**src/rtl/scpm_pkg.sv**
```systemverilog
// Shared types and constants for the stereo channel pan mixer.
// Used by the register block, the controller, the datapath and the top level.
// No dependencies.
package scpm_pkg;

    localparam int SCPM_NUM_CHANNELS = 8;
    localparam int CFG_ADDR_W        = 6;
    localparam int CFG_DATA_W        = 64;
    localparam int CHAN_W            = 3;
    localparam int SMP_W             = 16;
    localparam int ACC_W             = 24;

    // register indexes, byte address is 8 * index
    localparam logic [2:0] REG_VOLUMES = 3'd0;
    localparam logic [2:0] REG_PANS    = 3'd1;
    localparam logic [2:0] REG_ENABLE  = 3'd2;
    localparam logic [2:0] REG_MUTE    = 3'd3;
    localparam logic [2:0] REG_STEREO  = 3'd4;

    localparam logic [63:0] VOLUMES_RESET = 64'h8080_8080_8080_8080;

    // operand selection of the shared multiplier
    localparam logic [1:0] MUL_VOL_GL = 2'd0;
    localparam logic [1:0] MUL_VOL_GR = 2'd1;
    localparam logic [1:0] MUL_SMP_L  = 2'd2;
    localparam logic [1:0] MUL_SMP_R  = 2'd3;

    typedef struct packed {
        logic [63:0] volumes;
        logic [63:0] pans;
        logic [7:0]  enable;
        logic [7:0]  mute;
        logic [7:0]  stereo;
    } t_cfg;

    typedef struct packed {
        logic       load_item;
        logic [1:0] mul_sel;
        logic       save_vgl;
        logic       save_vgr;
        logic       acc_left;
        logic       acc_right;
        logic       emit;
    } t_dp_cmd;

    typedef struct packed {
        logic frame_end;
        logic out_free;
    } t_dp_status;

endpackage

```
**src/rtl/scpm_regs.sv**
```systemverilog
// APB-style configuration registers of the pan mixer: volumes, pans and masks.
// Depends on scpm_pkg.
module scpm_regs
    import scpm_pkg::*;
(
    input  logic                  i_clk,
    input  logic                  i_rst_n,
    input  logic                  psel,
    input  logic                  penable,
    input  logic                  pwrite,
    input  logic [CFG_ADDR_W-1:0] paddr,
    input  logic [CFG_DATA_W-1:0] pwdata,
    output logic [CFG_DATA_W-1:0] prdata,
    output t_cfg                  o_cfg
);

    t_cfg r_cfg;
    t_cfg n_cfg;
    logic [2:0] reg_idx;
    logic       wr_en;

    assign reg_idx = paddr[CFG_ADDR_W-1:3];
    assign wr_en   = psel && penable && pwrite;

    always_comb begin
        n_cfg = r_cfg;
        if (wr_en) begin
            unique case (reg_idx)
                REG_VOLUMES: n_cfg.volumes = pwdata;
                REG_PANS:    n_cfg.pans    = pwdata;
                REG_ENABLE:  n_cfg.enable  = pwdata[7:0];
                REG_MUTE:    n_cfg.mute    = pwdata[7:0];
                REG_STEREO:  n_cfg.stereo  = pwdata[7:0];
                default:     n_cfg = r_cfg;
            endcase
        end
    end

    always_ff @(posedge i_clk) begin
        if (!i_rst_n) begin
            r_cfg.volumes <= VOLUMES_RESET;
            r_cfg.pans    <= '0;
            r_cfg.enable  <= '0;
            r_cfg.mute    <= '0;
            r_cfg.stereo  <= '0;
        end else begin
            r_cfg <= n_cfg;
        end
    end

    always_comb begin
        unique case (reg_idx)
            REG_VOLUMES: prdata = r_cfg.volumes;
            REG_PANS:    prdata = r_cfg.pans;
            REG_ENABLE:  prdata = {56'd0, r_cfg.enable};
            REG_MUTE:    prdata = {56'd0, r_cfg.mute};
            REG_STEREO:  prdata = {56'd0, r_cfg.stereo};
            default:     prdata = '0;
        endcase
    end

    assign o_cfg = r_cfg;

endmodule

```
**src/rtl/scpm_ctrl.sv**
```systemverilog
// Sequencer of the pan mixer: steps the shared multiplier through its four
// products per item and schedules accumulation and result output. Depends on scpm_pkg.
module scpm_ctrl
    import scpm_pkg::*;
(
    input  logic       i_clk,
    input  logic       i_rst_n,
    input  logic       i_valid,
    output logic       o_stall,
    input  t_dp_status i_status,
    output t_dp_cmd    o_cmd
);

    localparam logic [2:0] S_IDLE  = 3'd0;
    localparam logic [2:0] S_VG_L  = 3'd1;
    localparam logic [2:0] S_VG_R  = 3'd2;
    localparam logic [2:0] S_MUL_L = 3'd3;
    localparam logic [2:0] S_MUL_R = 3'd4;
    localparam logic [2:0] S_ACC_R = 3'd5;
    localparam logic [2:0] S_EMIT  = 3'd6;

    logic [2:0] r_state;
    logic [2:0] n_state;
    logic       ready;

    always_comb begin
        n_state = r_state;
        ready   = 1'b0;
        o_cmd   = '0;
        o_cmd.mul_sel = MUL_VOL_GL;
        unique case (r_state)
            S_IDLE: begin
                ready = 1'b1;
            end
            S_VG_L: begin
                o_cmd.mul_sel = MUL_VOL_GL;
                n_state = S_VG_R;
            end
            S_VG_R: begin
                o_cmd.mul_sel  = MUL_VOL_GR;
                o_cmd.save_vgl = 1'b1;
                n_state = S_MUL_L;
            end
            S_MUL_L: begin
                o_cmd.mul_sel  = MUL_SMP_L;
                o_cmd.save_vgr = 1'b1;
                n_state = S_MUL_R;
            end
            S_MUL_R: begin
                o_cmd.mul_sel  = MUL_SMP_R;
                o_cmd.acc_left = 1'b1;
                n_state = S_ACC_R;
            end
            S_ACC_R: begin
                o_cmd.acc_right = 1'b1;
                if (i_status.frame_end) begin
                    n_state = S_EMIT;
                end else begin
                    ready   = 1'b1;
                    n_state = S_IDLE;
                end
            end
            S_EMIT: begin
                // hold until the output register can take the frame
                if (i_status.out_free) begin
                    o_cmd.emit = 1'b1;
                    ready      = 1'b1;
                    n_state    = S_IDLE;
                end
            end
            default: n_state = S_IDLE;
        endcase
        o_cmd.load_item = ready && i_valid;
        if (ready && i_valid) begin
            n_state = S_VG_L;
        end
    end

    always_ff @(posedge i_clk) begin
        if (!i_rst_n) begin
            r_state <= S_IDLE;
        end else begin
            r_state <= n_state;
        end
    end

    assign o_stall = !ready;

endmodule

```
**src/rtl/scpm_dp.sv**
```systemverilog
// Datapath of the pan mixer: item capture, gain setup, shared multiplier,
// rounding, saturating accumulators and the output register. Depends on scpm_pkg.
module scpm_dp
    import scpm_pkg::*;
#(
    parameter int NUM_CHANNELS = SCPM_NUM_CHANNELS
) (
    input  logic                    i_clk,
    input  logic                    i_rst_n,
    input  t_cfg                    i_cfg,
    input  t_dp_cmd                 i_cmd,
    output t_dp_status              o_status,
    input  logic [CHAN_W-1:0]       i_chan_index,
    input  logic signed [SMP_W-1:0] i_left_in,
    input  logic signed [SMP_W-1:0] i_right_in,
    input  logic                    i_frame_end,
    input  logic                    i_out_stall,
    output logic                    o_out_valid,
    output logic signed [SMP_W-1:0] o_left_out,
    output logic signed [SMP_W-1:0] o_right_out,
    output logic                    o_clipped
);

    localparam logic signed [ACC_W-1:0] ACC_MAX = {1'b0, {(ACC_W-1){1'b1}}};
    localparam logic signed [ACC_W-1:0] ACC_MIN = {1'b1, {(ACC_W-1){1'b0}}};
    localparam logic signed [ACC_W-1:0] OUT_MAX = ACC_W'(32767);
    localparam logic signed [ACC_W-1:0] OUT_MIN = -ACC_W'(32768);

    // captured item
    logic signed [SMP_W-1:0] r_left;
    logic signed [SMP_W-1:0] r_rs;
    logic                    r_active;
    logic                    r_end;
    logic [7:0]              r_vol;
    logic [7:0]              r_gl;
    logic [7:0]              r_gr;
    logic [14:0]             r_vgl;
    logic [14:0]             r_vgr;
    logic signed [32:0]      r_prod;

    logic signed [ACC_W-1:0] r_left_sum;
    logic signed [ACC_W-1:0] r_right_sum;
    logic signed [ACC_W-1:0] n_left_sum;
    logic signed [ACC_W-1:0] n_right_sum;

    logic                    r_out_valid;
    logic signed [SMP_W-1:0] r_left_out;
    logic signed [SMP_W-1:0] r_right_out;
    logic                    r_clipped;

    logic [7:0]        vol_raw;
    logic signed [7:0] pan_raw;
    logic signed [7:0] pan_c;
    logic [7:0]        vol_c;
    logic signed [8:0] gl_s;
    logic signed [8:0] gr_s;
    logic              act;

    logic signed [16:0] mul_a;
    logic signed [15:0] mul_b;
    logic signed [32:0] rnd;
    logic signed [17:0] contrib;
    logic signed [ACC_W:0] acc_in;
    logic signed [ACC_W:0] acc_sum;
    logic signed [ACC_W-1:0] acc_sat;

    logic signed [SMP_W-1:0] l_sat;
    logic signed [SMP_W-1:0] r_sat;
    logic                    l_clip;
    logic                    r_clip;
    logic                    out_free;

    // per-channel gain setup at capture
    always_comb begin
        vol_raw = i_cfg.volumes[{i_chan_index, 3'b000} +: 8];
        pan_raw = $signed(i_cfg.pans[{i_chan_index, 3'b000} +: 8]);
        vol_c   = (vol_raw > 8'd128) ? 8'd128 : vol_raw;
        if (pan_raw > 8'sd64) begin
            pan_c = 8'sd64;
        end else if (pan_raw < -8'sd64) begin
            pan_c = -8'sd64;
        end else begin
            pan_c = pan_raw;
        end
        gl_s = 9'sd64 - 9'(pan_c);
        gr_s = 9'sd64 + 9'(pan_c);
        act  = ({1'b0, i_chan_index} < (CHAN_W+1)'(NUM_CHANNELS))
               && i_cfg.enable[i_chan_index] && !i_cfg.mute[i_chan_index];
    end

    always_ff @(posedge i_clk) begin
        if (i_cmd.load_item) begin
            r_left <= i_left_in;
            r_rs   <= i_cfg.stereo[i_chan_index] ? i_right_in : i_left_in;
            r_end  <= i_frame_end;
            r_vol  <= vol_c;
            r_gl   <= gl_s[7:0];
            r_gr   <= gr_s[7:0];
        end
        if (i_cmd.save_vgl) begin
            r_vgl <= r_prod[14:0];
        end
        if (i_cmd.save_vgr) begin
            r_vgr <= r_prod[14:0];
        end
        r_prod <= mul_a * mul_b;
    end

    always_ff @(posedge i_clk) begin
        if (!i_rst_n) begin
            r_active <= 1'b0;
        end else if (i_cmd.load_item) begin
            r_active <= act;
        end
    end

    // shared multiplier operands
    always_comb begin
        case (i_cmd.mul_sel)
            MUL_VOL_GL: begin
                mul_a = $signed({9'd0, r_vol});
                mul_b = $signed({8'd0, r_gl});
            end
            MUL_VOL_GR: begin
                mul_a = $signed({9'd0, r_vol});
                mul_b = $signed({8'd0, r_gr});
            end
            MUL_SMP_L: begin
                mul_a = 17'(r_left);
                mul_b = $signed({1'b0, r_vgl});
            end
            default: begin
                mul_a = 17'(r_rs);
                mul_b = $signed({1'b0, r_vgr});
            end
        endcase
    end

    // round half up, then floor shift by 13
    assign rnd     = r_prod + 33'sd4096;
    assign contrib = $signed(rnd[30:13]);

    always_comb begin
        acc_in  = i_cmd.acc_left ? (ACC_W+1)'(r_left_sum) : (ACC_W+1)'(r_right_sum);
        acc_sum = acc_in + (ACC_W+1)'(contrib);
        if (acc_sum[ACC_W] != acc_sum[ACC_W-1]) begin
            acc_sat = acc_sum[ACC_W] ? ACC_MIN : ACC_MAX;
        end else begin
            acc_sat = acc_sum[ACC_W-1:0];
        end
    end

    always_comb begin
        l_clip = (r_left_sum > OUT_MAX) || (r_left_sum < OUT_MIN);
        r_clip = (r_right_sum > OUT_MAX) || (r_right_sum < OUT_MIN);
        if (r_left_sum > OUT_MAX) begin
            l_sat = 16'sh7fff;
        end else if (r_left_sum < OUT_MIN) begin
            l_sat = -16'sh8000;
        end else begin
            l_sat = r_left_sum[SMP_W-1:0];
        end
        if (r_right_sum > OUT_MAX) begin
            r_sat = 16'sh7fff;
        end else if (r_right_sum < OUT_MIN) begin
            r_sat = -16'sh8000;
        end else begin
            r_sat = r_right_sum[SMP_W-1:0];
        end
    end

    always_comb begin
        n_left_sum  = r_left_sum;
        n_right_sum = r_right_sum;
        if (i_cmd.acc_left && r_active) begin
            n_left_sum = acc_sat;
        end
        if (i_cmd.acc_right && r_active) begin
            n_right_sum = acc_sat;
        end
        if (i_cmd.emit) begin
            n_left_sum  = '0;
            n_right_sum = '0;
        end
    end

    always_ff @(posedge i_clk) begin
        if (!i_rst_n) begin
            r_left_sum  <= '0;
            r_right_sum <= '0;
        end else begin
            r_left_sum  <= n_left_sum;
            r_right_sum <= n_right_sum;
        end
    end

    assign out_free = !r_out_valid || !i_out_stall;

    always_ff @(posedge i_clk) begin
        if (!i_rst_n) begin
            r_out_valid <= 1'b0;
        end else if (i_cmd.emit) begin
            r_out_valid <= 1'b1;
        end else if (!i_out_stall) begin
            r_out_valid <= 1'b0;
        end
    end

    always_ff @(posedge i_clk) begin
        if (i_cmd.emit) begin
            r_left_out  <= l_sat;
            r_right_out <= r_sat;
            r_clipped   <= l_clip || r_clip;
        end
    end

    assign o_status.frame_end = r_end;
    assign o_status.out_free  = out_free;
    assign o_out_valid = r_out_valid;
    assign o_left_out  = r_left_out;
    assign o_right_out = r_right_out;
    assign o_clipped   = r_clipped;

endmodule

```
**src/rtl/stereo_channel_pan_mixer_core.sv**
```systemverilog
// Top level of the stereo channel pan mixer: register block, sequencer, datapath.
// Depends on scpm_pkg, scpm_regs, scpm_ctrl and scpm_dp.

// Each transfer on the input carries one channel's sample pair; enabled, unmuted
// channels are scaled by volume (Q1.7) and linear pan gain (Q2.6) and summed into
// 24-bit saturating accumulators, and the transfer marked frame_end releases one
// stereo result saturated to 16 bits with a clip flag. The single shared multiplier
// forms volume*gain for each side and then sample*(volume*gain) for each side, one
// product a cycle, followed by one accumulate step; o_stall holds off the next
// transfer until the item is through. A frame end adds a step that loads the
// output register, which waits while the sink holds the last result with i_stall.
// Registers sit at byte address 8*index on the 64-bit configuration port and must
// be written only while the block is idle.
module stereo_channel_pan_mixer_core
    import scpm_pkg::*;
#(
    parameter int NUM_CHANNELS = SCPM_NUM_CHANNELS
) (
    input  logic                    i_clk,
    input  logic                    i_rst_n,
    input  logic                    psel,
    input  logic                    penable,
    input  logic                    pwrite,
    input  logic [CFG_ADDR_W-1:0]   paddr,
    input  logic [CFG_DATA_W-1:0]   pwdata,
    output logic [CFG_DATA_W-1:0]   prdata,
    output logic                    pready,
    input  logic                    i_valid,
    output logic                    o_stall,
    input  logic [CHAN_W-1:0]       i_chan_index,
    input  logic signed [SMP_W-1:0] i_left_in,
    input  logic signed [SMP_W-1:0] i_right_in,
    input  logic                    i_frame_end,
    output logic                    o_valid,
    input  logic                    i_stall,
    output logic signed [SMP_W-1:0] o_left_out,
    output logic signed [SMP_W-1:0] o_right_out,
    output logic                    o_clipped
);

    t_cfg       cfg;
    t_dp_cmd    cmd;
    t_dp_status status;

    assign pready = 1'b1;

    scpm_regs u_regs (
        .i_clk   (i_clk),
        .i_rst_n (i_rst_n),
        .psel    (psel),
        .penable (penable),
        .pwrite  (pwrite),
        .paddr   (paddr),
        .pwdata  (pwdata),
        .prdata  (prdata),
        .o_cfg   (cfg)
    );

    scpm_ctrl u_ctrl (
        .i_clk    (i_clk),
        .i_rst_n  (i_rst_n),
        .i_valid  (i_valid),
        .o_stall  (o_stall),
        .i_status (status),
        .o_cmd    (cmd)
    );

    scpm_dp #(
        .NUM_CHANNELS (NUM_CHANNELS)
    ) u_dp (
        .i_clk        (i_clk),
        .i_rst_n      (i_rst_n),
        .i_cfg        (cfg),
        .i_cmd        (cmd),
        .o_status     (status),
        .i_chan_index (i_chan_index),
        .i_left_in    (i_left_in),
        .i_right_in   (i_right_in),
        .i_frame_end  (i_frame_end),
        .i_out_stall  (i_stall),
        .o_out_valid  (o_valid),
        .o_left_out   (o_left_out),
        .o_right_out  (o_right_out),
        .o_clipped    (o_clipped)
    );

`ifndef SYNTH
    // one item at a time: an accepted transfer blocks the next cycle
    a_busy_after_accept: assert property (@(posedge i_clk) disable iff (!i_rst_n)
        (i_valid && !o_stall) |=> o_stall)
        else $error("input accepted in the cycle after a transfer");

    // a clip flag only comes with a value pinned at a 16-bit bound
    a_clip_at_bound: assert property (@(posedge i_clk) disable iff (!i_rst_n)
        (o_valid && o_clipped) |->
            (o_left_out == 16'sh7fff || o_left_out == -16'sh8000 ||
             o_right_out == 16'sh7fff || o_right_out == -16'sh8000))
        else $error("clip flag set on an unsaturated result");
`endif

endmodule

```
**config.mk**
```make
export PLATFORM = sky130hd
export DESIGN_NAME = stereo_channel_pan_mixer_core
export DESIGN_NICKNAME = d
export VERILOG_FILES = /design/src/rtl/scpm_pkg.sv /design/src/rtl/scpm_regs.sv /design/src/rtl/scpm_ctrl.sv /design/src/rtl/scpm_dp.sv /design/src/rtl/stereo_channel_pan_mixer_core.sv
export SDC_FILE = /design/constraint.sdc
export NUM_CORES = 1
export LEC_CHECK = 0
export BUFFER_PORTS_ARGS = -buffer_cell sky130_fd_sc_hd__buf_4
export CORE_AREA = 2 2 185 323
export CTS_BUF_LIST = sky130_fd_sc_hd__clkbuf_8
export DETAILED_ROUTE_END_ITERATION = 10
export DIE_AREA = 0 0 187 325
export HOLD_SLACK_MARGIN = 0.03
export PLACE_DENSITY = 0.71
export SLEW_MARGIN = 0
export SYNTH_ARGS = -nofsm -noshare
export SYNTH_HDL_FRONTEND = slang
export SYNTH_SLANG_ARGS = --single-unit
```
**constraint.sdc**
```tcl
create_clock -name i_clk -period 9.19 [get_ports i_clk]
set_input_delay 0.4595 -clock i_clk [delete_from_list [all_inputs] [get_ports i_clk]]
set_output_delay 0.4595 -clock i_clk [all_outputs]
set_load 0.02 [all_outputs]
```
; ---- Word level (Yosys, flattened, before mapping)
; Index checks and enable logic that the tools add are counted.
; Widths: inputs -> output; s select.
[word_totals]
register_bits = 356
latch_bits = 0
ramBits = 0
romBits = 0
input_bits = 113
output_inout_bits = 100
wordCells = 116
mem_count = 0
[op_classes]
addsub = 4
n_mul = 1
div = 0
n_lt_le_gt_ge = 8
eq_ne = 17
n_shift = 2
mux = 32
n_bitwise = 2
n_reduce_logical = 27
[op_table]
columns = cell, count
row1 = $pmux 64 s5, 1
row2 = $shiftx 64x7->8, 2
row3 = $gt 24x16->1 const B, 2
row4 = $lt 24x16->1 const B, 2
row5 = $mux 16, 3
row6 = $mux 24, 2
row7 = $pmux 15 s3, 1
row8 = $pmux 17 s2, 1
row9 = $add 31x14->31 const B, 1
row10 = $mul 17x16->31, 1
row11 = $add 25x18->25, 1
row12 = $mux 25, 1
row13 = $pmux 3 s7, 1
row14 = $gt 8x8->1 const B, 2
row15 = $mux 8, 2
row16 = $reduce_and 2->1, 7
row17 = $mux 1, 13
row18 = $eq 3x2->1 const B, 4
row19 = $eq 3x3->1 const B, 4
row20 = $bmux 1 s3, 3
row21 = $add 8x8->8 const A, 1
row22 = $lt 8x7->1 const B, 1
row23 = $sub 8x8->8 const A, 1
row24 = $eq 3x1->1 const B, 2
row25 = other kinds (17), 34

; ---- Depth between registers and ports, before layout
[depth]
word_depth = 7
mapped_depth = 32
depth_no_buf = 30

; ---- Cells and area by module
; Synthesis repeated with hierarchy kept, for this count alone.
[unflattened]
hier_cells = 2680
area_unflattened_um2 = 26450.4
[by_module_without_submodules]
columns = mod, instances, cells_each, area_per_inst_um2, seq_area_each_um2
row1 = scpm_dp, 1, 1954, 19447.4, 5195.0
row2 = scpm_regs, 1, 688, 6706.4, 3042.9
row3 = scpm_ctrl, 1, 36, 285.3, 60.1
row4 = stereo_channel_pan_mixer_core, 1, 2, 11.3, 0.0

; ---- Least setup slack after synthesis
; No wires, ideal clock.
[synth_path]
kind = register -> register
start = reg u_ctrl.r_state[0]
end = reg u_dp.r_prod[30]
setup_time_ns = 0.073
arrival_ns = 7.583
t_required_ns = 9.117
path_slack_ns = 1.534
stages_incl_launch_ff = 29
path_buffers = 4
period_less_slack_ns = 7.656
cell_sequence = dfxtp_1 > clkbuf_1 > nand3_1 > inv_1 > clkbuf_1 > clkbuf_1 > clkbuf_1 > a22o_1 > nand2_1 > fa_1 > inv_1 > fa_1 > fa_1 > fa_1 > fa_1 > inv_1 > fa_1 > inv_1 > ha_1 > and2_1 > nor3_1 > a21boi_0 > o31ai_1 > a311oi_1 > nor3_1 > a31oi_1 > o21ai_0 > a21oi_1 > xnor2_1
[synth_between]
elab_chain_len = 6
elab_cells_between_ends = 11
cone_classes = mul (1) / eq/ne (5) / mux (3) / reduce/logical (2)
[synth_rtl]
columns = element, line
row1 = from (decl), scpm_ctrl.sv:22  ; logic [2:0] r_state;
row2 = from (signal assigned), scpm_ctrl.sv:83  ; r_state <= n_state;
row3 = $eq 3x3->1 / $eq 3x2->1 (equally long branches), scpm_ctrl.sv:31  ; unique case (r_state)
row4 = $pmux 2 s3 (*), scpm_ctrl.sv:31
row5 = $eq 2x1->1 / $logic_not 2->1 (equally long branches), scpm_dp.sv:119  ; case (i_cmd.mul_sel)
row6 = $reduce_or 2->1 (no line), --
row7 = $pmux 17 s2, scpm_dp.sv:119
row8 = $mul 17x16->31 (*), scpm_dp.sv:106  ; r_prod <= mul_a * mul_b;
row9 = to (signal assigned), scpm_dp.sv:106
row10 = to (decl), scpm_dp.sv:39  ; logic signed [32:0] r_prod;
; Every way passes the cells marked *; elsewhere a longest branch is shown, timed or not.
; A chain may end at the register's enable or synchronous reset.

; ---- Worst setup path after layout
[layout_path]
start = reg u_ctrl.r_state[2]
end = reg u_dp.r_prod[30]
; The elaborated chain is that of the path after synthesis.

==> reports/results.ini <==
[floorplanning]
core_area_sq_um = 58100
dieHeight_microns = 325
start_util_pct = 44.7
ios = 213
die_x_microns = 187
rows = 117
die_area_sq_um = 60800

[yosys]
syn_nets = 3208
ys_ff_latch = 355
async_flop_share_pct = 0
ys_seq_area_share_pct = 32.0
synthMuxAreaShare_pct = 6.00
synth_compound_area_share_pct = 15.6
yosys.area_share.simple_pct = 13.5
ys_warn_count = 0
synth_cell_types = 71
synth-edff-count = 119
avgSynthCellArea_sq_um = 9.44
syn_area_sq_um = 26000
synth-xor-area-share_pct = 2.43
syn_inst = 2748
synth_top_flop_cell = dfxtp_1
synth_top_family_by_area = adder cells
synthAdderAreaFrac_pct = 23.7

[worst_setup_path]
worstPathRequired_ns = 9.79
crit_top_cell = fa_1
critical_path_class = flip-flop to flip-flop
slowest_stage = fa_1
ff2ff_path_depth = 26
worstPathBufferInverterCount = 7
timing.rr.end = u_dp.r_prod[30]
crit_path_end_kind = flip-flop
critical-path-top-delay-family = adder cells
crit_arrival_ns = 9.20
slowest_delay_ns = 0.88
crit_end = u_dp.r_prod[30]
critical_path_cell_count = 26
worst-path-max-fanout = 12
reg2reg_from = u_ctrl.r_state[2]
rrSetupSlack_ns = 0.59
start_kind = flip-flop
crit_path_start = u_ctrl.r_state[2]

[layout]
drive_gt1_share_pct = 15.3
multi_input_area_sq_um = 15900
post-route-util_pct = 52.0
fillCellCount = 5235
seqCellArea_sq_um = 8300
fin_cells = 3807
syn_to_final_growth_pct = 16.3
layout.nets = 3446

[timing]
maxSlewHeadroom_pct = 13.8
setup_tns_ns = 0
rsz0062_at_grt = false
maxSlewViolCount = 0
setup_viol = 0
fin_crit_sh_pct = 93.6
period_needed_ns = 8.60
clock-skew-final_ns = 0.0545
fmax_mhz = 116
tightest_slew_ns = 1.29
holdWs_ns = 0.0542
hold_violations = 0

[routing]
routed-wl-met2_microns = 40900
ant_nets = 0
top_layer_used = met4
drt_wl_total_microns = 76200
drtPass1Iterations = 7
route.met3.wl_microns = 4140
vias = 20800
initialDrtViolationCount = 1156
vias_per_cell = 5.47
wl_met1_microns = 24500
drc = 0
wl_per_cell_microns = 20.0

[global_routing]
overflow = 0
grt_pass1_wl_microns = 120000
grt_max_degree = 101
grt_pass1_vias = 22500
antenna_found_initial = 2
grt_util_all_layers_pct = 25.1

[pwr]
p_sw_share_pct = 32.7
sequentialPowerShare_pct = 39.8
pwr-share-clk_pct = 33.4
p_total_mw = 4.46
power_switching_mw = 1.46
leakage_nw = 13.1
power-per-cell-area_nw_per_um2 = 148
p_int_mw = 3.00
ir_drop_uv = 151
pwr-share-comb_pct = 26.9

[clocking]
insertion_delay_ns = 0.67
clock-sinks = 355
tritoncts = yes
cts_buffers = 54
cts_resized = 0
htree_num_levels = 2
clk_path_buf_depth = 3
path_clk_slew_ns = 0.07
cts-root-buf = clkbuf_8

[place]
place_congestion = 0.991
dp.cells = 3652
hpwl_microns = 59500
port_buffers = 208

[run]
max_cap_viol_count = 0

[status]
status = complete, no violations

[min_path]
hold_class = input pin to flip-flop

-- tightest hold or removal path, cell delays in order --
cell and delay (ns):
buf_4 0.11, nand2_1 0.04, a21boi_0 0.06
-- power by group through the flow --
stage                     Combinational (mW)  Sequential (mW)  Clock, mW
after detailed placement                1.18             1.81          0
final                                   1.20             1.77       1.49
after CTS                               1.21             1.77       1.52
after global routing                    1.33             1.78       1.58
after floorplan                        0.804             1.78          0
after global placement                  1.15             1.80          0
-- registers in the layout (all words and copies together), names as in the netlist, 3 cells and up --
signal and count:
u_dp.r_gr 8, u_ctrl.r_state 3, u_dp.r_vol 8, u_dp.r_left 16, u_dp.r_right_sum 24, u_dp.r_left_sum 24
u_dp.r_gl 7, u_dp.r_rs 16, u_dp.o_left_out 16, u_dp.r_prod 31, u_dp.r_vgl 15, u_dp.o_right_out 16
u_regs.o_cfg 152, u_dp.r_vgr 15
-- cells in the mapped netlist (all sizes together), types with 13 or more instances --
cell    count  area share, %
a21boi    126            3.6
a21o       58            1.7
a21oi     122            2.6
a22o       70            2.4
a22oi      30           0.87
buf        22           0.46
clkbuf    119            1.7
dfxtp     236             18
edfxtp    119             14
fa        242             19
ha        105            5.1
inv       317            4.6
mux2       25            1.1
mux2i      51            2.0
mux4       34            3.0
nand2     492            7.1
nand2b     13           0.31
nand3      30           0.58
nor2      182            2.6
nor2b      42            1.0
o21ai      84            1.7
xnor2      57            1.9
xor2       15           0.51
-- cell families after synthesis --
| family | count (synthesis) |
|---|---|
| xor gates and xnor gates | 72 |
| buffers and inverters | 458 |
| and+or+nand+nor | 833 |
| adders and majority gates | 347 |
| AOI/OAI and AO/OA | 572 |
| muxes | 110 |
| other | 1 |
| DFF | 355 |
-- routing by layer --
layer	global-route usage [%]	vias up
met4	19.6	0
met3	4.24	241
met2	47.6	745
met1	23.6	10200
met5	0	-
li1	-	9624
-- how the worst min path moves through the flow --
stage | depth (start not counted) | startpoint | end
final | 3 | pwdata[11] | u_regs.o_cfg[35]
after global routing | 3 | pwdata[43] | u_regs.o_cfg[67]
after CTS | 3 | pwdata[43] | u_regs.o_cfg[67]
after detailed placement | 0 | u_dp.r_prod[7] | u_dp.r_vgl[7]
after global placement | 0 | u_dp.r_prod[9] | u_dp.r_vgl[9]
after floorplan | 0 | u_dp.r_prod[0] | u_dp.r_vgl[0]
-- metrics by stage --
stage	worst slack, ns	cell area (sq um)
3_3_place_gp	0.750	28400
4_1_cts	0.627	30200
6_report	0.590	30200
2_1_floorplan	1.53	26000
5_1_grt	0.106	30200
3_5_place_dp	0.638	28400
-- final cells by class --
type / instances / share of cell area [%]
Clock inverter: 39 / 1.19
Clock buffer: 63 / 2.87
Timing Repair Buffer: 323 / 8.50
Sequential cell: 355 / 27.5
Inverter: 317 / 3.94
Antenna cell: 2 / 0.0166
Multi-Input combinational cell: 1935 / 52.8
Tap cell: 773 / 3.20
-- cells in the final DEF (no fill, tap or decap), types with 63 or more instances in the layout --
master	synthesis	layout
a21boi_0	126	126
clkbuf_8	0	63
o21ai_0	74	74
nor2_1	182	182
a21oi_1	108	108
dfxtp_1	236	236
nand2_1	492	490
edfxtp_1	119	119
ha_1	105	105
inv_1	317	325
a22o_1	70	70
fa_1	242	242
buf_4	2	271
-- repair_timing --
action / 4_1_cts / 5_1_grt
hold endpoints to repair: 60 / 0
buffers inserted: 0 / 0
hold buffers: 51 / 0
endpoints found under the setup margin: 0 / 0
Note: power is estimated with default switching activity, not from simulation.
